`src/aifp_pkg.sv`:
```
// Shared types and constants for the ASCII integer field parser.
package aifp_pkg;

	// Configuration register indexes.
	localparam logic [1:0] REG_CONVERSION  = 2'd0;
	localparam logic [1:0] REG_TARGET_SIZE = 2'd1;
	localparam logic [1:0] REG_MAX_CHARS   = 2'd2;

	localparam int CFG_ADDR_W = 2;
	localparam int CFG_DATA_W = 7;

	// Conversion codes.
	localparam logic [2:0] CONV_SDEC = 3'd0;
	localparam logic [2:0] CONV_AUTO = 3'd1;
	localparam logic [2:0] CONV_UDEC = 3'd2;
	localparam logic [2:0] CONV_OCT  = 3'd3;
	localparam logic [2:0] CONV_HEX  = 3'd4;

	// Target size codes.
	localparam logic [1:0] TS_8  = 2'd0;
	localparam logic [1:0] TS_16 = 2'd1;
	localparam logic [1:0] TS_32 = 2'd2;
	localparam logic [1:0] TS_64 = 2'd3;

	// Result status codes.
	localparam logic [1:0] ST_OK        = 2'd0;
	localparam logic [1:0] ST_NO_DIGITS = 2'd1;
	localparam logic [1:0] ST_RANGE     = 2'd2;
	localparam logic [1:0] ST_END       = 2'd3;

	// Depth of the queue between the classifier and the sequencer.
	localparam int QUEUE_DEPTH = 2;

	// One classified character as it travels through the queue.
	typedef struct packed {
		logic       at_end;
		logic       is_space;
		logic       is_plus;
		logic       is_minus;
		logic       is_zero;
		logic       is_x;
		logic       hex_ok;
		logic [3:0] digit;
	} cls_t;

	// Request from the sequencer to the result formatter when a field ends or the input ends.
	typedef struct packed {
		logic        is_end;
		logic        taken;
		logic [6:0]  used;
		logic [63:0] acc;
		logic        ovf;
		logic        neg;
		logic        dig;
	} fin_req_t;

endpackage

```
`src/aifp_item_if.sv`:
```
// Input channel carrying one character or an end-of-input mark.
interface aifp_item_if;
	logic       valid;
	logic       ready;
	logic [7:0] ch;
	logic       at_end;

	modport source(output valid, ch, at_end, input ready);
	modport sink(input valid, ch, at_end, output ready);
endinterface

```
`src/aifp_front.sv`:
```
// Front end: accepts characters and classifies them for the sequencer.
module aifp_front import aifp_pkg::*; (
	aifp_item_if.sink item,
	output logic      push_valid,
	input  logic      push_ready,
	output cls_t      push_data
);

	logic [7:0] c;

	assign c = item.ch;

	// Character classes and hex digit value.
	always_comb begin
		push_data          = '0;
		push_data.at_end   = item.at_end;
		push_data.is_space = !item.at_end && (c == 8'h20 || (c >= 8'h09 && c <= 8'h0D));
		push_data.is_plus  = !item.at_end && c == 8'h2B;
		push_data.is_minus = !item.at_end && c == 8'h2D;
		push_data.is_zero  = !item.at_end && c == 8'h30;
		push_data.is_x     = !item.at_end && (c == 8'h78 || c == 8'h58);
		if (c >= 8'h30 && c <= 8'h39) begin
			push_data.hex_ok = !item.at_end;
			push_data.digit  = 4'(c - 8'h30);
		end else if (c >= 8'h61 && c <= 8'h66) begin
			push_data.hex_ok = !item.at_end;
			push_data.digit  = 4'(c - 8'h57);
		end else if (c >= 8'h41 && c <= 8'h46) begin
			push_data.hex_ok = !item.at_end;
			push_data.digit  = 4'(c - 8'h37);
		end
	end

	// The item channel is ready whenever the queue has room.
	assign push_valid = item.valid;
	assign item.ready = push_ready;

endmodule

```
`src/flat_wrapper.sv`:
```
// flat-port wrapper written by rule: the top's interface ports become plain ports
module aifp_front_flat import aifp_pkg::*;
  (push_valid, push_ready, push_data, item_valid, item_ch, item_at_end, item_ready);
  aifp_item_if item_i ();
  output logic push_valid;
  input  logic push_ready;
  output cls_t push_data;
  input wire logic [$bits(item_i.valid)-1:0] item_valid;
  input wire logic [$bits(item_i.ch)-1:0] item_ch;
  input wire logic [$bits(item_i.at_end)-1:0] item_at_end;
  output wire logic [$bits(item_i.ready)-1:0] item_ready;
  assign item_i.valid = item_valid;
  assign item_i.ch = item_ch;
  assign item_i.at_end = item_at_end;
  assign item_ready = item_i.ready;
  aifp_front u_core (.item(item_i), .push_valid(push_valid), .push_ready(push_ready), .push_data(push_data));
endmodule
```
`config.mk`:
```
export PLATFORM = sky130hd
export DESIGN_NAME = aifp_front_flat
export DESIGN_NICKNAME = d
export VERILOG_FILES = /design/src/aifp_pkg.sv /design/src/aifp_item_if.sv /design/src/aifp_front.sv /design/src/flat_wrapper.sv
export SDC_FILE = /design/constraint.sdc
export NUM_CORES = 1
export LEC_CHECK = 0
export ABC_CLOCK_PERIOD_IN_PS = 3650
export BUFFER_PORTS_ARGS = -buffer_cell sky130_fd_sc_hd__buf_4
export CORE_AREA = 2 2 39 41
export DETAILED_ROUTE_END_ITERATION = 7
export DIE_AREA = 0 0 41 43
export PLACE_DENSITY = 0.59
export SYNTH_ARGS = -nofsm -noshare
export SYNTH_HDL_FRONTEND = slang
export SYNTH_SLANG_ARGS = --single-unit
export TNS_END_PERCENT = 1
```
`constraint.sdc`:
```
create_clock -name vclk -period 3.65
set_input_delay 0.365 -clock vclk [all_inputs]
set_output_delay 0.365 -clock vclk [all_outputs]
set_load 0.03 [all_outputs]
```
==> impl_results.md <==
- Worst slew pin tran: 334 ps
- Crit path cell chain: buf_4 -> inv_1 -> ha_1 -> nor2_1 -> a2111oi_4 -> o211ai_1 -> a31oi_1 -> buf_4
- Slew Limit Fails: 0
- Cell taking the most area after synthesis: ha_1
- Tcrit/Tclk final: 59.8%
- First-pass iteration count of the detailed router: 4
- Most common cell on crit path: buf_4
- Die Height: 43 um
- Place WS: 1460 ps
- Initial DRC count: 7
- Seq. cell area: 0 um2
- Syn avg cell area: between 6 and 7 um2
- Largest net degree at the start of global routing: 12
- Final Hold Vio Count: 0
- Post-synth cell types: 22
- Antenna Cells: 0
- PwrDens: about 90 nW/um2
- Critical path launch point type: input port
- Post-Synthesis Cells: 50
- CP endpoint kind: primary output
- Most frequent cells after synthesis: nor2_1, a21oi_1, ha_1, inv_1, nand2_1
- Synth top area share: 15.2%
- I/O pin count: 24
- Via density: approximately 4.9
- Number of global-route vias before repair: 345
- CP Class: input port to primary output
- First-pass GRT wire length: ~1300 um
- Fin crit period: 2180 ps
- Final Power: 0.0430 mW
- WP data arrival: 1820 ps
- Die footprint: 1760 um2
- Synth area leaders: ha_1, a21oi_1, nor2_1
- Hold EP: item_ready
- Final worst slack: 1470 ps
- Syn nets: 65
- Hold/Removal Path Class: input port to primary output
- Outcome: completed
- Gr usage total: 9.89%
- Cts hold-fix bufs: 0
- Post-DP HPWL: 716 um
- Unrepaired setup endpoints after global routing: false
- Crit path required time: around 3300 ps
- Setup violators final: 0
- GRT overflow: 0
- Seq/Total Area, Yosys: 0%
- GP Congestion: 0.721
- Critical Path Fanout Max: 6
- Vias: 399
- Post-route antenna net violation count: 0
- Layout area overhead: 41.3%
- Sum Neg Setup Slack: 0 ps
- Max_cap viols: 0
- Finished Layout Cells: 82
- Post-CTS sizing: 0
- PortBufs: 20
- Final non-filler cell area: between 400 and 500 um2
- Layout cells sized above 1: 33.3%
- Routed WL per cell: 10.7 um
- Placed cells: 82
- Seq cells: 0
- Slowest stage cell, crit path: a2111oi_4
- Die width: 41 um
- Hold path start: push_ready
- Cell area after synthesis: 330 um2
- Post-CTS Setup Repair Bufs: 0
- Count leader, synth: nor2_1
- Initial Util: between 20% and 30%
- Hold path depth: 0
- Largest stage delay on the critical path: 410 ps
- Antenna violations before repair: 0
- Detailed-route DRC error count: 0
- Max Freq: 0.458 GHz
- Final nets: 83
- Routed WL: 877 um
- Slew HR: 77.7%
- Cell row count: 14
- Worst VDD drop: 0.0410 mV
- Pleak: 0.211 nW
- Yosys warnings: 0
- CORE AREA: 1380 um2
- Clock buffers: 0
- DP Area: 467 um2
==> final cells by class <==
class,instances,area (um2)
inverters,4,15.0
well taps,16,20.0
repair buffers,20,150
fillers,159,917
multi-input cells,42,282
==> cells in the final DEF, fill, tap and decap left out, types with 2 or more instances in the layout <==
master / n
a21oi_1: 6
buf_4: 20
ha_1: 4
inv_1: 4
nand2_1: 4
nand2b_1: 2
nand3_1: 2
nor2_1: 8
nor3_1: 3
o211ai_1: 2
==> routing by layer <==
layer / GRT usage (%) / vias to the layer above / routed length, um
met5: 0 / - / 0
met4: 0 / 0 / 0
met3: 0 / 0 / 96
met2: 16.3 / 17 / 357
met1: 14.9 / 171 / 423
li1: - / 211 / -
==> critical path, delay by kind of cell <==
family	cells	cell delay (ps)
AO/OA/AOI/OAI	3	740
buffers and inverters	3	400
adder cells (fa/ha/maj)	1	220
AND/OR/NAND/NOR	1	90
==> worst max-delay path by stage <==
stage	to	start	slack [ps]
finish	push_data[2]	item_ch[1]	1470
global placement	push_data[2]	item_ch[1]	1500
global route	push_data[4]	item_ch[1]	1350
floorplan	push_data[2]	item_ch[1]	1500
detailed placement	push_data[2]	item_ch[1]	1460
CTS	push_data[2]	item_ch[1]	1460
==> stage by stage <==
stage / hold WS (ps) / util [%]
2_1_floorplan: 840 / -
3_3_place_gp: 730 / 33.7
3_5_place_dp: 730 / 33.7
4_1_cts: 730 / 33.7
5_1_grt: 730 / 33.7
6_report: 730 / 33.7
==> where the power goes <==
part           internal [mW]  switching [mW]  leakage (nW)
Combinational         0.0177          0.0253         0.211
Sequential                 0               0             0
Clock                      0               0             0
==> logic make-up (layout without fill, tap and decap cells) <==
group           after synthesis  after routing  synth area share, %
compound gates               14             14                 32.2
fa+ha+maj                     4              4                 15.2
buf+inv                       8             24                 14.8
mux                           1              1                 3.03
simple gates                 23             23                 34.8
No activity file was read; power rests on OpenSTA's default activity.
