### config.mk
export PLATFORM = sky130hd
export DESIGN_NAME = aifp_queue
export DESIGN_NICKNAME = d
export VERILOG_FILES = /design/src/aifp_pkg.sv /design/src/aifp_queue.sv
export SDC_FILE = /design/constraint.sdc
export NUM_CORES = 1
export LEC_CHECK = 0
export ABC_AREA = 1
export BUFFER_PORTS_ARGS = -buffer_cell sky130_fd_sc_hd__clkbuf_2
export CORE_MARGIN = 1
export CORE_UTILIZATION = 45
export CTS_CLUSTER_SIZE = 20
export DETAILED_ROUTE_END_ITERATION = 6
export PLACE_DENSITY = 0.82
export SYNTH_ARGS = -nofsm -noshare
export SYNTH_HDL_FRONTEND = slang
export SYNTH_SLANG_ARGS = --single-unit
export TNS_END_PERCENT = 100
### constraint.sdc
create_clock -name clk -period 1.35 [get_ports clk]
set_clock_uncertainty 0.05 [all_clocks]
set_input_delay 0.0675 -clock clk [delete_from_list [all_inputs] [get_ports clk]]
set_output_delay 0.0675 -clock clk [all_outputs]
set_load 0.005 [all_outputs]
### src/aifp_pkg.sv
// Shared types and constants for the ASCII integer field parser.
package aifp_pkg;

	// Configuration register indexes.
	localparam logic [1:0] REG_CONVERSION  = 2'd0;
	localparam logic [1:0] REG_TARGET_SIZE = 2'd1;
	localparam logic [1:0] REG_MAX_CHARS   = 2'd2;

	localparam int CFG_ADDR_W = 2;
	localparam int CFG_DATA_W = 7;

	// Conversion codes.
	localparam logic [2:0] CONV_SDEC = 3'd0;
	localparam logic [2:0] CONV_AUTO = 3'd1;
	localparam logic [2:0] CONV_UDEC = 3'd2;
	localparam logic [2:0] CONV_OCT  = 3'd3;
	localparam logic [2:0] CONV_HEX  = 3'd4;

	// Target size codes.
	localparam logic [1:0] TS_8  = 2'd0;
	localparam logic [1:0] TS_16 = 2'd1;
	localparam logic [1:0] TS_32 = 2'd2;
	localparam logic [1:0] TS_64 = 2'd3;

	// Result status codes.
	localparam logic [1:0] ST_OK        = 2'd0;
	localparam logic [1:0] ST_NO_DIGITS = 2'd1;
	localparam logic [1:0] ST_RANGE     = 2'd2;
	localparam logic [1:0] ST_END       = 2'd3;

	// Depth of the queue between the classifier and the sequencer.
	localparam int QUEUE_DEPTH = 2;

	// One classified character as it travels through the queue.
	typedef struct packed {
		logic       at_end;
		logic       is_space;
		logic       is_plus;
		logic       is_minus;
		logic       is_zero;
		logic       is_x;
		logic       hex_ok;
		logic [3:0] digit;
	} cls_t;

	// Request from the sequencer to the result formatter when a field ends or the input ends.
	typedef struct packed {
		logic        is_end;
		logic        taken;
		logic [6:0]  used;
		logic [63:0] acc;
		logic        ovf;
		logic        neg;
		logic        dig;
	} fin_req_t;

endpackage

### src/aifp_queue.sv
// Small queue of classified characters between front and back.
module aifp_queue import aifp_pkg::*; #(
	parameter int DEPTH = QUEUE_DEPTH
) (
	input  logic clk,
	input  logic arst_n,
	input  logic push_valid,
	output logic push_ready,
	input  cls_t push_data,
	output logic pop_valid,
	input  logic pop_ready,
	output cls_t pop_data
);

	localparam int PW = (DEPTH > 1) ? $clog2(DEPTH) : 1;
	localparam int CW = $clog2(DEPTH + 1);

	cls_t          entries_q [DEPTH];
	logic [PW-1:0] wr_ptr_q;
	logic [PW-1:0] rd_ptr_q;
	logic [CW-1:0] count_q;
	logic          push;
	logic          pop;

	assign push_ready = count_q != CW'(DEPTH);
	assign pop_valid  = count_q != '0;
	assign pop_data   = entries_q[rd_ptr_q];
	assign push       = push_valid && push_ready;
	assign pop        = pop_valid && pop_ready;

	// Storage writes.
	always_ff @(posedge clk) begin
		if (push) begin
			entries_q[wr_ptr_q] <= push_data;
		end
	end

	// Pointers and fill count.
	always_ff @(posedge clk or negedge arst_n) begin
		if (!arst_n) begin
			wr_ptr_q <= '0;
			rd_ptr_q <= '0;
			count_q  <= '0;
		end else begin
			if (push) begin
				wr_ptr_q <= (wr_ptr_q == PW'(DEPTH - 1)) ? '0 : wr_ptr_q + PW'(1);
			end
			if (pop) begin
				rd_ptr_q <= (rd_ptr_q == PW'(DEPTH - 1)) ? '0 : rd_ptr_q + PW'(1);
			end
			if (push && !pop) begin
				count_q <= count_q + CW'(1);
			end else if (pop && !push) begin
				count_q <= count_q - CW'(1);
			end
		end
	end

	a_count_dec: assert property (@(posedge clk) disable iff (!arst_n)
		(pop && !push) |=> count_q == $past(count_q) - CW'(1))
		else $error("queue count did not drop after a lone pop");
	a_count_inc: assert property (@(posedge clk) disable iff (!arst_n)
		(push && !pop) |=> count_q == $past(count_q) + CW'(1))
		else $error("queue count did not rise after a lone push");
	a_ptr_match: assert property (@(posedge clk) disable iff (!arst_n)
		(count_q == '0) |-> wr_ptr_q == rd_ptr_q)
		else $error("queue pointers differ while empty");

endmodule

==> flow_summary.ini <==
[outcome]
status = finished, final reports clean

[worst_setup_path]
worstSetupPathType = reg2out
slowest_stage = dfrtp_2
cp_num_buf_inv = 2
required_ns = 1.23
slowest_delay_ns = 0.45
path_cells = clkinvlp_4 > nand2_2 > nand2_1 > clkbuf_2
start_kind = register
arrival_ns = 1.22
critPathCaptureType = primary output
critPathTopFamily = flip-flops
crit_fanout = 6

[yosys]
ys_ff_latch = 26
yosysTopAreaCellShare = 0.634
synth_cells = 86
synthesis.area_um2 = 1040
ys_top_cells_by_count = nand2_1, edfxtp_1, inv_1, dfrtp_1
syn_avg_cell_area_um2 = 12.1
ys_types = 15
ys_top_cells_by_area = edfxtp_1, nand2_1, dfrtp_1
ys_warn_count = 0
ys.flop_type = edfxtp_1
synth_top_area_cell = edfxtp_1
post-synth-top-count-cell = nand2_1
yosysSeqAreaShare = 0.730
synth_nets = 102
synth_edf_count = 22
async_flop_share = 0.154

[floorplan]
ioPinCount = 28
die_width_um = 50.1
fp-row-count = 17
core-area_um2 = 2190
die_area_um2 = 2510
die_y_um = 50.1
start_util = 0.476

[sta]
worst_slew_pin_slew_ns = 0.175
period_needed_ns = 1.34
finalWorstSetupSlack_ns = 0.0123
fmax_mhz = 748
slew_headroom = 0.883
rsz0062_at_grt = yes
hold_viol_final = 0
setup_violations = 0
slew_viol_final = 0
final.period_utilization = 0.991

[route]
vias_per_cell = 4.50
routedWlPerCell_um = 11.8
drc = 0
dr.pass1.iters = 4
ant_nets = 0
vias = 752
dr.first_iter.drc_count = 20
drt-total-wl_um = 1970

[global_route]
grt_pass1_vias = 719
grt_max_degree = 16
gr-total-overflow = 0
antenna_found_initial = 0
grt_usage = 0.184
grt_pass1_wl_um = 3240

[finish]
diodes = 0
fillers = 144
utilization = 0.688
area_delta_synth_final_pct = 44.5
fin_cells = 167
nets = 156
drive_above_1_share = 0.417

[clock_network]
cts.clk_slew.worst_paths_ns = 0.13
cts_root_buf = clkbuf_4
h-tree-depth = 1
clock_latency_ns = 0.31
cts_buffers = 3
cts.sinks = 26
cts_tree = yes
clock_path_buffers = 2

[power_and_ir_drop]
irDropWorstVdd_v = 0.00179
powerDensity_nw_per_um2 = 1970
p_leak_nw = 0.685
p_total_mw = 2.96

[worst_hold_path]
hp-class = in2async

[place]
placed_cells = 145
post-dp-hpwl_um = 1220
portBuffers = 27
place_ws_ns = -0.0171
globalplace.congestion = 0.761

[job]
maxCapViolCount = 0
## cells by family (layout without fill, tap and decap cells)
group	count (synthesis)	after routing	synth area share
simple gates	48	48	0.197
flops	26	26	0.730
buf+inv	9	62	0.0372
xor+xnor	2	2	0.0240
fa+ha+maj	1	1	0.0120
## layout by cell type, fill, tap and decap left out, drive strengths merged
cell type	netlist	final
buf	2	9
bufinv	0	1
clkbuf	0	30
clkinvlp	0	2
dfrtp	4	4
dlygate4sd3	0	14
edfxtp	22	22
ha	1	1
inv	7	6
nand2	43	43
nand3	2	2
nand4	1	1
nor2	2	2
xnor2	1	1
xor2	1	1
## power breakdown
part | switching, mW | total (mW) | internal [mW] | leakage [nW]
Combinational | 0.658 | 1.22 | 0.561 | 0.406
Clock | 0.222 | 0.522 | 0.300 | 0.0279
Sequential | 0.105 | 1.22 | 1.11 | 0.251
Total | 0.985 | 2.96 | 1.98 | 0.685
## flip-flops by register name, indices dropped and copies added (netlist names)
| name | cells |
|---|---|
| rd_ptr_q | 1 |
| wr_ptr_q | 1 |
| entries_q | 22 |
| count_q | 2 |
## area by class of cell
cell class | count | area [um2] | share of cell area
Multi-Input combinational cell | 51 | 273 | 0.181
Timing Repair inverter | 1 | 7.51 | 0.00498
Timing Repair Buffer | 50 | 347 | 0.230
Inverter | 7 | 30.0 | 0.0199
Clock buffer | 3 | 22.5 | 0.0150
Sequential cell | 26 | 762 | 0.506
Tap cell | 28 | 35.0 | 0.0233
Clock inverter | 1 | 30.0 | 0.0199
## worst paths after layout
kind	cells past startpoint	start	end	slack, ns
min in group clk	2	push_data[3]	entries_q[0][3]	0.41
hold reg to reg	2	count_q[1]	count_q[1]	0.54
setup / recovery	4	rd_ptr_q	pop_data[0]	0.01
hold / removal	2	arst_n	count_q[0]	0.05
max in group asynchronous	2	arst_n	rd_ptr_q	1.06
setup reg to reg	8	count_q[1]	count_q[1]	0.06
## through the flow
step           hold WS, ns  TNS [ns]  cell area [um2]
2_1_floorplan       -0.278     -3.09             1040
3_3_place_gp        -0.171         0             1240
3_5_place_dp        -0.167   -0.0171             1240
4_1_cts             0.0122  -0.00755             1480
5_1_grt             0.0539    -0.479             1510
6_report            0.0511         0             1510
## worst reg2reg max path, delay by kind of cell (launching register included)
family | cells | cell delay, ns
adder cells (fa/ha/maj) | 1 | 0.25
AND/OR/NAND/NOR | 5 | 0.34
flip-flops | 1 | 0.45
buffers and inverters | 2 | 0.11
## routing by layer
metal	wire length, um	GRT usage	up-vias
li1	-	-	381
met1	858	0.218	352
met2	1010	0.302	13
met3	38	0.0247	6
met4	64	0.133	0
met5	0	0	-
## what timing repair did
item / CTS / global route
resized for setup: 6 / 7
gates cloned: 1 / 0
setup endpoints to repair: 12 / 11
pin swaps: 0 / 3
endpoints found under the hold margin: 28 / 0
hold buffers: 14 / 0
setup buffers: 2 / 1
Note: power is estimated with default switching activity, not from simulation.
