`src/aifp_pkg.sv`:
```
// Shared types and constants for the ASCII integer field parser.
package aifp_pkg;

	// Configuration register indexes.
	localparam logic [1:0] REG_CONVERSION  = 2'd0;
	localparam logic [1:0] REG_TARGET_SIZE = 2'd1;
	localparam logic [1:0] REG_MAX_CHARS   = 2'd2;

	localparam int CFG_ADDR_W = 2;
	localparam int CFG_DATA_W = 7;

	// Conversion codes.
	localparam logic [2:0] CONV_SDEC = 3'd0;
	localparam logic [2:0] CONV_AUTO = 3'd1;
	localparam logic [2:0] CONV_UDEC = 3'd2;
	localparam logic [2:0] CONV_OCT  = 3'd3;
	localparam logic [2:0] CONV_HEX  = 3'd4;

	// Target size codes.
	localparam logic [1:0] TS_8  = 2'd0;
	localparam logic [1:0] TS_16 = 2'd1;
	localparam logic [1:0] TS_32 = 2'd2;
	localparam logic [1:0] TS_64 = 2'd3;

	// Result status codes.
	localparam logic [1:0] ST_OK        = 2'd0;
	localparam logic [1:0] ST_NO_DIGITS = 2'd1;
	localparam logic [1:0] ST_RANGE     = 2'd2;
	localparam logic [1:0] ST_END       = 2'd3;

	// Depth of the queue between the classifier and the sequencer.
	localparam int QUEUE_DEPTH = 2;

	// One classified character as it travels through the queue.
	typedef struct packed {
		logic       at_end;
		logic       is_space;
		logic       is_plus;
		logic       is_minus;
		logic       is_zero;
		logic       is_x;
		logic       hex_ok;
		logic [3:0] digit;
	} cls_t;

	// Request from the sequencer to the result formatter when a field ends or the input ends.
	typedef struct packed {
		logic        is_end;
		logic        taken;
		logic [6:0]  used;
		logic [63:0] acc;
		logic        ovf;
		logic        neg;
		logic        dig;
	} fin_req_t;

endpackage

```
`src/aifp_result_if.sv`:
```
// Result channel carrying one parsed field.
interface aifp_result_if;
	logic        valid;
	logic        ready;
	logic [63:0] value;
	logic [1:0]  status;
	logic        char_taken;
	logic [6:0]  chars_used;

	modport source(output valid, value, status, char_taken, chars_used, input ready);
	modport sink(input valid, value, status, char_taken, chars_used, output ready);
endinterface

```
`src/aifp_finish.sv`:
```
// Result formatter: range check, sign handling and the output register.
module aifp_finish import aifp_pkg::*; (
	input  logic       clk,
	input  logic       arst_n,
	input  logic [2:0] conversion,
	input  logic [1:0] target_size,
	input  logic       fin_valid,
	output logic       fin_ready,
	input  fin_req_t   fin_data,
	aifp_result_if.source result
);

	logic        is_signed, out_adv;
	logic [63:0] high, half, neg_acc, val;
	logic [1:0]  st;
	logic        res_valid_q;
	logic [63:0] value_q;
	logic [1:0]  status_q;
	logic        taken_q;
	logic [6:0]  used_q;

	assign is_signed = !(conversion == CONV_UDEC || conversion == CONV_OCT ||
		conversion == CONV_HEX);

	// Range bounds for the target width.
	always_comb begin
		case (target_size)
			TS_8: begin
				high = 64'h0000_0000_0000_00FF;
				half = 64'h0000_0000_0000_0080;
			end
			TS_16: begin
				high = 64'h0000_0000_0000_FFFF;
				half = 64'h0000_0000_0000_8000;
			end
			TS_32: begin
				high = 64'h0000_0000_FFFF_FFFF;
				half = 64'h0000_0000_8000_0000;
			end
			default: begin
				high = 64'hFFFF_FFFF_FFFF_FFFF;
				half = 64'h8000_0000_0000_0000;
			end
		endcase
	end

	assign neg_acc = 64'd0 - fin_data.acc;

	// Status and value of the finished field.
	always_comb begin
		st  = ST_OK;
		val = 64'd0;
		if (fin_data.is_end) begin
			st = ST_END;
		end else if (!fin_data.dig) begin
			st = ST_NO_DIGITS;
		end else if (fin_data.ovf) begin
			st = ST_RANGE;
		end else if (is_signed) begin
			if (fin_data.neg ? fin_data.acc > half : fin_data.acc >= half) begin
				st = ST_RANGE;
			end else begin
				val = fin_data.neg ? neg_acc : fin_data.acc;
			end
		end else if (fin_data.acc > high) begin
			st = ST_RANGE;
		end else begin
			val = fin_data.neg ? (neg_acc & high) : fin_data.acc;
		end
	end

	assign out_adv   = !res_valid_q || result.ready;
	assign fin_ready = out_adv;

	// Output register.
	always_ff @(posedge clk or negedge arst_n) begin
		if (!arst_n) begin
			res_valid_q <= 1'b0;
		end else if (out_adv) begin
			res_valid_q <= fin_valid;
		end
	end

	always_ff @(posedge clk) begin
		if (out_adv && fin_valid) begin
			value_q  <= val;
			status_q <= st;
			taken_q  <= fin_data.taken;
			used_q   <= fin_data.used;
		end
	end

	assign result.valid      = res_valid_q;
	assign result.value      = value_q;
	assign result.status     = status_q;
	assign result.char_taken = taken_q;
	assign result.chars_used = used_q;

	a_end_shape: assert property (@(posedge clk) disable iff (!arst_n)
		(res_valid_q && status_q == ST_END) |-> (used_q == 7'd0 && !taken_q))
		else $error("end-of-input result carries consumed text");
	a_fail_zero: assert property (@(posedge clk) disable iff (!arst_n)
		(res_valid_q && status_q != ST_OK) |-> value_q == 64'd0)
		else $error("failed conversion carries a nonzero value");
	a_load: assert property (@(posedge clk) disable iff (!arst_n)
		(fin_valid && out_adv) |=> res_valid_q)
		else $error("finish request was dropped");

endmodule

```
`src/flat_wrapper.sv`:
```
// flat-port wrapper written by rule: the top's interface ports become plain ports
module aifp_finish_flat import aifp_pkg::*;
  (clk, arst_n, conversion, target_size, fin_valid, fin_ready, fin_data, result_valid, result_value, result_status, result_char_taken, result_chars_used, result_ready);
  aifp_result_if result_i ();
  input  logic clk;
  input  logic arst_n;
  input  logic [2:0] conversion;
  input  logic [1:0] target_size;
  input  logic fin_valid;
  output logic fin_ready;
  input  fin_req_t fin_data;
  output wire logic [$bits(result_i.valid)-1:0] result_valid;
  output wire logic [$bits(result_i.value)-1:0] result_value;
  output wire logic [$bits(result_i.status)-1:0] result_status;
  output wire logic [$bits(result_i.char_taken)-1:0] result_char_taken;
  output wire logic [$bits(result_i.chars_used)-1:0] result_chars_used;
  input wire logic [$bits(result_i.ready)-1:0] result_ready;
  assign result_valid = result_i.valid;
  assign result_value = result_i.value;
  assign result_status = result_i.status;
  assign result_char_taken = result_i.char_taken;
  assign result_chars_used = result_i.chars_used;
  assign result_i.ready = result_ready;
  aifp_finish u_core (.clk(clk), .arst_n(arst_n), .conversion(conversion), .target_size(target_size), .fin_valid(fin_valid), .fin_ready(fin_ready), .fin_data(fin_data), .result(result_i));
endmodule
```
`config.mk`:
```
export PLATFORM = sky130hd
export DESIGN_NAME = aifp_finish_flat
export DESIGN_NICKNAME = d
export VERILOG_FILES = /design/src/aifp_pkg.sv /design/src/aifp_result_if.sv /design/src/aifp_finish.sv /design/src/flat_wrapper.sv
export SDC_FILE = /design/constraint.sdc
export NUM_CORES = 1
export LEC_CHECK = 0
export BUFFER_PORTS_ARGS = -buffer_cell sky130_fd_sc_hd__buf_2
export CAP_MARGIN = 40
export CORE_MARGIN = 4
export CORE_UTILIZATION = 48
export CTS_CLUSTER_DIAMETER = 100
export CTS_CLUSTER_SIZE = 28
export DETAILED_ROUTE_END_ITERATION = 8
export PLACE_DENSITY = 0.78
export SLEW_MARGIN = 20
export SYNTH_ARGS = -nofsm -noshare
export SYNTH_HDL_FRONTEND = slang
export SYNTH_SLANG_ARGS = --single-unit
```
`constraint.sdc`:
```
create_clock -name clk -period 2.55 [get_ports clk]
set_input_delay 0.51 -clock clk [delete_from_list [all_inputs] [get_ports clk]]
set_output_delay 0.51 -clock clk [all_outputs]
set_load 0.01 [all_outputs]
```
==> report_table.html <==
<table>
<tr><th>Metric</th><th>Value</th></tr>
<tr><th colspan="2">Status</th></tr>
<tr><td>Status</td><td>complete, but fails checks</td></tr>
<tr><td>Violations in the final reports</td><td>setup timing</td></tr>
<tr><th colspan="2">STA</th></tr>
<tr><td>Setup violators final</td><td>65</td></tr>
<tr><td>Relative slew margins</td><td>61.1%</td></tr>
<tr><td>Final hold viol count</td><td>0</td></tr>
<tr><td>Final Worst Setup Slack</td><td>-0.704 ns</td></tr>
<tr><td>Highest achievable clock rate</td><td>307 MHz</td></tr>
<tr><td>Time the worst path needs with I/O delays and setup</td><td>3.25 ns</td></tr>
<tr><td>Unrepaired setup endpoints after global routing</td><td>true</td></tr>
<tr><td>Share of the clock period used by the worst path</td><td>128%</td></tr>
<tr><td>Setup Skew</td><td>0.00808 ns</td></tr>
<tr><td>Max-slew violations</td><td>0</td></tr>
<tr><td>Transition time of the tightest slew-check pin</td><td>0.583 ns</td></tr>
<tr><th colspan="2">Placement</th></tr>
<tr><td>Dpl hpwl</td><td>13.3 mm</td></tr>
<tr><td>Number of buffers inserted by port buffering</td><td>160</td></tr>
<tr><td>DP Cell Count</td><td>950</td></tr>
<tr><td>Place WS</td><td>-1.12 ns</td></tr>
<tr><td>Placed inst area</td><td>7720 µm²</td></tr>
<tr><td>RePlAce Congestion</td><td>0.935</td></tr>
<tr><th colspan="2">Hold path</th></tr>
<tr><td>Min-Delay Startpoint</td><td>fin_data[73]</td></tr>
<tr><td>Hold Path Class</td><td>in -&gt; reg</td></tr>
<tr><th colspan="2">Detailed routing</th></tr>
<tr><td>Highest signal layer in the routed design</td><td>met4</td></tr>
<tr><td>Count of TritonRoute iterations in the first routing pass</td><td>6</td></tr>
<tr><td>Initial DRC Count</td><td>570</td></tr>
<tr><td>Length of routed met3 wiring</td><td>1.72 mm</td></tr>
<tr><td>Drc violations</td><td>0</td></tr>
<tr><td>Ratio of routed vias to standard cells</td><td>5.97</td></tr>
<tr><td>Wire length per cell</td><td>19.9 µm</td></tr>
<tr><td>Detailed-routed wire length on met2</td><td>10.3 mm</td></tr>
<tr><td>Vias after detailed routing</td><td>5,922</td></tr>
<tr><td>Number of routed nets with antenna violations</td><td>0</td></tr>
<tr><td>Routed Wire Length</td><td>19.8 mm</td></tr>
<tr><td>Routed metal-1 wire length</td><td>6.85 mm</td></tr>
<tr><th colspan="2">Layout</th></tr>
<tr><td>Final net count</td><td>985</td></tr>
<tr><td>Most common cell after layout, fill and taps aside</td><td>sky130_fd_sc_hd__buf_2</td></tr>
<tr><td>Commonest non-fill, non-tap cells in the layout</td><td>sky130_fd_sc_hd__buf_2 (152), sky130_fd_sc_hd__buf_4 (145), sky130_fd_sc_hd__edfxtp_1 (74)</td></tr>
<tr><td>Number of diodes added for antenna fixing</td><td>0</td></tr>
<tr><td>Layout Cells excl Fill</td><td>992</td></tr>
<tr><td>Signed area change from the synthesized netlist to the final layout</td><td>64.1%</td></tr>
<tr><td>Layout cell share with drive strength beyond 1</td><td>54.9%</td></tr>
<tr><td>Post-Layout Inst Area</td><td>8800 µm²</td></tr>
<tr><td># fillers</td><td>601</td></tr>
<tr><td>Share of the core filled with cells</td><td>80.9%</td></tr>
<tr><th colspan="2">Critical path</th></tr>
<tr><td>Launching instance or port of the critical path</td><td>target_size[0]</td></tr>
<tr><td>Arrival time at the worst endpoint</td><td>3.37 ns</td></tr>
<tr><td>Worst-path fanout max</td><td>6</td></tr>
<tr><td>Worst setup SP type</td><td>input port</td></tr>
<tr><td>Kind of cell with the highest combined delay on the critical path</td><td>simple AND/OR/NAND/NOR gates</td></tr>
<tr><td>Crit path buf inv count</td><td>4</td></tr>
<tr><td>Cells along the critical path</td><td>buf_6 &gt; nand2_8 &gt; ha_4 &gt; nand4_1 &gt; nor4_4 &gt; nand2_1 &gt; or4_4 &gt; a2bb2oi_2 &gt; nor4b_2 &gt; buf_4 &gt; o211ai_1 &gt; buf_6 &gt; clkbuf_16 &gt; nor2_4</td></tr>
<tr><td>Nature of the critical path endpoint</td><td>flop</td></tr>
<tr><td>Slowest cell delay on critical path</td><td>0.47 ns</td></tr>
<tr><td>Start-to-end type of the worst setup path</td><td>in -&gt; reg</td></tr>
<tr><td>Most numerous cell on the critical path</td><td>sky130_fd_sc_hd__buf_6</td></tr>
<tr><td>Max stage delay cell, worst path</td><td>sky130_fd_sc_hd__or4_4</td></tr>
<tr><td>Reg-to-reg critical path startpoint</td><td>u_core.result.valid$_DFFE_PN0N_</td></tr>
<tr><td>Data required time at the worst endpoint</td><td>2.66 ns</td></tr>
<tr><th colspan="2">Die</th></tr>
<tr><td>I/O pin cnt</td><td>161</td></tr>
<tr><td>Y dimension of the die</td><td>114 µm</td></tr>
<tr><td>Core region area</td><td>10,900 µm²</td></tr>
<tr><td>Die X-Extent</td><td>114 µm</td></tr>
<tr><td>Number of placement rows</td><td>38</td></tr>
<tr><td>Total die area</td><td>12,900 µm²</td></tr>
<tr><td>Initial core utilization</td><td>49.3%</td></tr>
<tr><th colspan="2">Yosys</th></tr>
<tr><td>Number of synthesized register bits</td><td>75</td></tr>
<tr><td>Count of flip-flops with a built-in enable after synthesis</td><td>74</td></tr>
<tr><td>Share of Yosys cell area claimed by the top area cell type</td><td>41.4%</td></tr>
<tr><td>Post-synthesis sequential area ratio</td><td>41.9%</td></tr>
<tr><td>Largest cells by area after synthesis</td><td>sky130_fd_sc_hd__edfxtp_1 (41%), sky130_fd_sc_hd__ha_1 (12%), sky130_fd_sc_hd__xor2_1 (9.3%)</td></tr>
<tr><td>Post-Synthesis Mean Instance Area</td><td>10.3 µm²</td></tr>
<tr><td>Post-Syn Area</td><td>5370 µm²</td></tr>
<tr><td>Number of cells produced by synthesis</td><td>522</td></tr>
<tr><td>Number of distinct library cell variants in the gate-level netlist after synthesis</td><td>48</td></tr>
<tr><td>Most area-hungry cell type in the Yosys netlist</td><td>sky130_fd_sc_hd__edfxtp_1</td></tr>
<tr><td>Net count after synthesis</td><td>660</td></tr>
<tr><td>Total of warnings raised by yosys</td><td>0</td></tr>
<tr><td>Async S/R FF share, synth</td><td>1.33%</td></tr>
<tr><td>Synth Flop Type</td><td>sky130_fd_sc_hd__edfxtp_1</td></tr>
<tr><th colspan="2">CTS</th></tr>
<tr><td>Max Root-Sink Buffers</td><td>2</td></tr>
<tr><td>Number of buffers created by CTS</td><td>9</td></tr>
<tr><td>Root Buffer Master</td><td>sky130_fd_sc_hd__clkbuf_8</td></tr>
<tr><td>Number of clock sinks</td><td>75</td></tr>
<tr><td>CTS tree</td><td>yes</td></tr>
<tr><td>H-tree levels</td><td>3</td></tr>
<tr><td>Source-to-sink clock delay at the later pin of the worst-skew pair</td><td>0.37 ns</td></tr>
<tr><td>Clock transition at the register clock pins on the worst setup and hold paths after CTS</td><td>0.09 ns</td></tr>
<tr><th colspan="2">Flow run</th></tr>
<tr><td>Maximum Capacitance Violations</td><td>0</td></tr>
<tr><th colspan="2">Power</th></tr>
<tr><td>Static leakage</td><td>3.73 nW</td></tr>
<tr><td>Max IR drop VDD</td><td>0.254 mV</td></tr>
<tr><td>Total power</td><td>0.00330 W</td></tr>
<tr><td>Cell Pwr Density</td><td>375 nW/µm²</td></tr>
<tr><th colspan="2">Global routing</th></tr>
<tr><td>Via count of the first global-routing pass</td><td>5,780</td></tr>
<tr><td>Number of antenna violations at the first check in global routing</td><td>0</td></tr>
<tr><td>Total routing usage reported by global routing</td><td>26.8%</td></tr>
<tr><td>GRT Residual Overflow</td><td>0</td></tr>
<tr><td>Global-route wire length before repair</td><td>27.7 mm</td></tr>
<tr><td>Maximum number of pins on one net before global-route repair</td><td>46</td></tr>
</table>
final cells by class:
class                      instances  area [µm²]  area share (%)
clock buffer                      10         128            1.45
tap                              140         175            1.99
multi-input combinational        427        3880            44.1
inverter                           8        33.8           0.384
sequential                        75        2250            25.5
timing repair buffer             326        2300            26.1
clock inverter                     6        40.0           0.455
per-stage QoR:
step	setup TNS (ns)	hold slack, ns
after floorplan	-30.64	0.214
after global placement	-60.47	0.284
after detailed placement	-66.76	0.286
after CTS	-27.57	0.311
after global routing	-46.37	0.303
final	-42.07	0.313
path summary, 6_finish.rpt:
check | endpoint | slack, ns | cells past startpoint
setup / recovery | u_core.result.value[34]$_SDFFCE_PP0P_ | -0.70 | 14
hold / removal | u_core.result.chars_used[6]$_DFFE_PP_ | 0.31 | 1
setup reg to reg | u_core.result.value[26]$_SDFFCE_PP0P_ | 0.92 | 3
hold reg to reg | u_core.result.valid$_DFFE_PN0N_ | 0.59 | 2
max in group asynchronous | u_core.result.valid$_DFFE_PN0N_ | 2.02 | 2
min in group asynchronous | u_core.result.valid$_DFFE_PN0N_ | 0.45 | 2
power by group:
group          switching (W)  total (W)  internal (W)  leakage, nW
logic               0.000567    0.00103      0.000467         2.90
clock network       0.000484   0.000837      0.000354       0.0864
registers          0.0000130    0.00143       0.00142        0.748
synth_stat cells, types with 3 or more instances:
cell type                   n
sky130_fd_sc_hd__or3_1     16
sky130_fd_sc_hd__nand3_1   10
sky130_fd_sc_hd__a21o_1     7
sky130_fd_sc_hd__or4_1      6
sky130_fd_sc_hd__nand2_1   27
sky130_fd_sc_hd__nor2_1    53
sky130_fd_sc_hd__o31ai_1   16
sky130_fd_sc_hd__nand4_1   14
sky130_fd_sc_hd__a211oi_1   4
sky130_fd_sc_hd__xor2_1    57
sky130_fd_sc_hd__buf_2      6
sky130_fd_sc_hd__nand2b_1   9
sky130_fd_sc_hd__ha_1      53
sky130_fd_sc_hd__o21ai_1    5
sky130_fd_sc_hd__o41ai_1   11
sky130_fd_sc_hd__or2_2      6
sky130_fd_sc_hd__xnor2_1    3
sky130_fd_sc_hd__o211ai_1   3
sky130_fd_sc_hd__nor4_1     8
sky130_fd_sc_hd__inv_1      8
sky130_fd_sc_hd__or2_1      3
sky130_fd_sc_hd__or4_4      3
sky130_fd_sc_hd__a21oi_1   17
sky130_fd_sc_hd__edfxtp_1  74
sky130_fd_sc_hd__or3_4      4
sky130_fd_sc_hd__a31oi_1    6
sky130_fd_sc_hd__clkbuf_1   4
sky130_fd_sc_hd__nor3_1    31
sky130_fd_sc_hd__o41ai_2    3
sky130_fd_sc_hd__buf_1      4
sky130_fd_sc_hd__o21bai_1   3
sky130_fd_sc_hd__o21ai_0   25
registers in the layout, indices dropped and copies added, names as in the netlist:
| register | flops |
|---|---|
| u_core.result.char_taken | 1 |
| u_core.result.chars_used | 7 |
| u_core.result.status | 2 |
| u_core.result.valid | 1 |
| u_core.result.value | 64 |
layer usage:
layer,vias up,GRT usage [%]
met5,-,0
met4,0,11.2
met3,98,5.04
met2,329,49.0
met1,2831,30.6
li1,2664,-
cell families after synthesis:
family	Yosys count	share of synthesized area [%]
flops	75	41.9
fa+ha+maj	53	12.4
buf+inv	22	1.68
mux	3	0.583
simple gates	201	19.9
xor+xnor	60	9.79
compound gates	108	13.8
repair_timing:
| action | 4_1_cts | 5_1_grt |
|---|---|---|
| pin swaps | 18 | 30 |
| endpoints found under the hold margin | 1 | 0 |
| hold buffers | 1 | 0 |
| gates resized for setup | 58 | 79 |
| gates cloned | 4 | 2 |
| endpoints found under the setup margin | 65 | 65 |
| buffers inserted | 9 | 12 |
worst register-to-register path: cells and delay by family, from the launching register on:
| family | cells | cell delay, ns |
|---|---|---|
| and+or+nand+nor | 2 | 0.58 |
| buffers and inverters | 1 | 0.32 |
| DFF | 1 | 0.38 |
No activity file was read; power rests on OpenSTA's default activity.
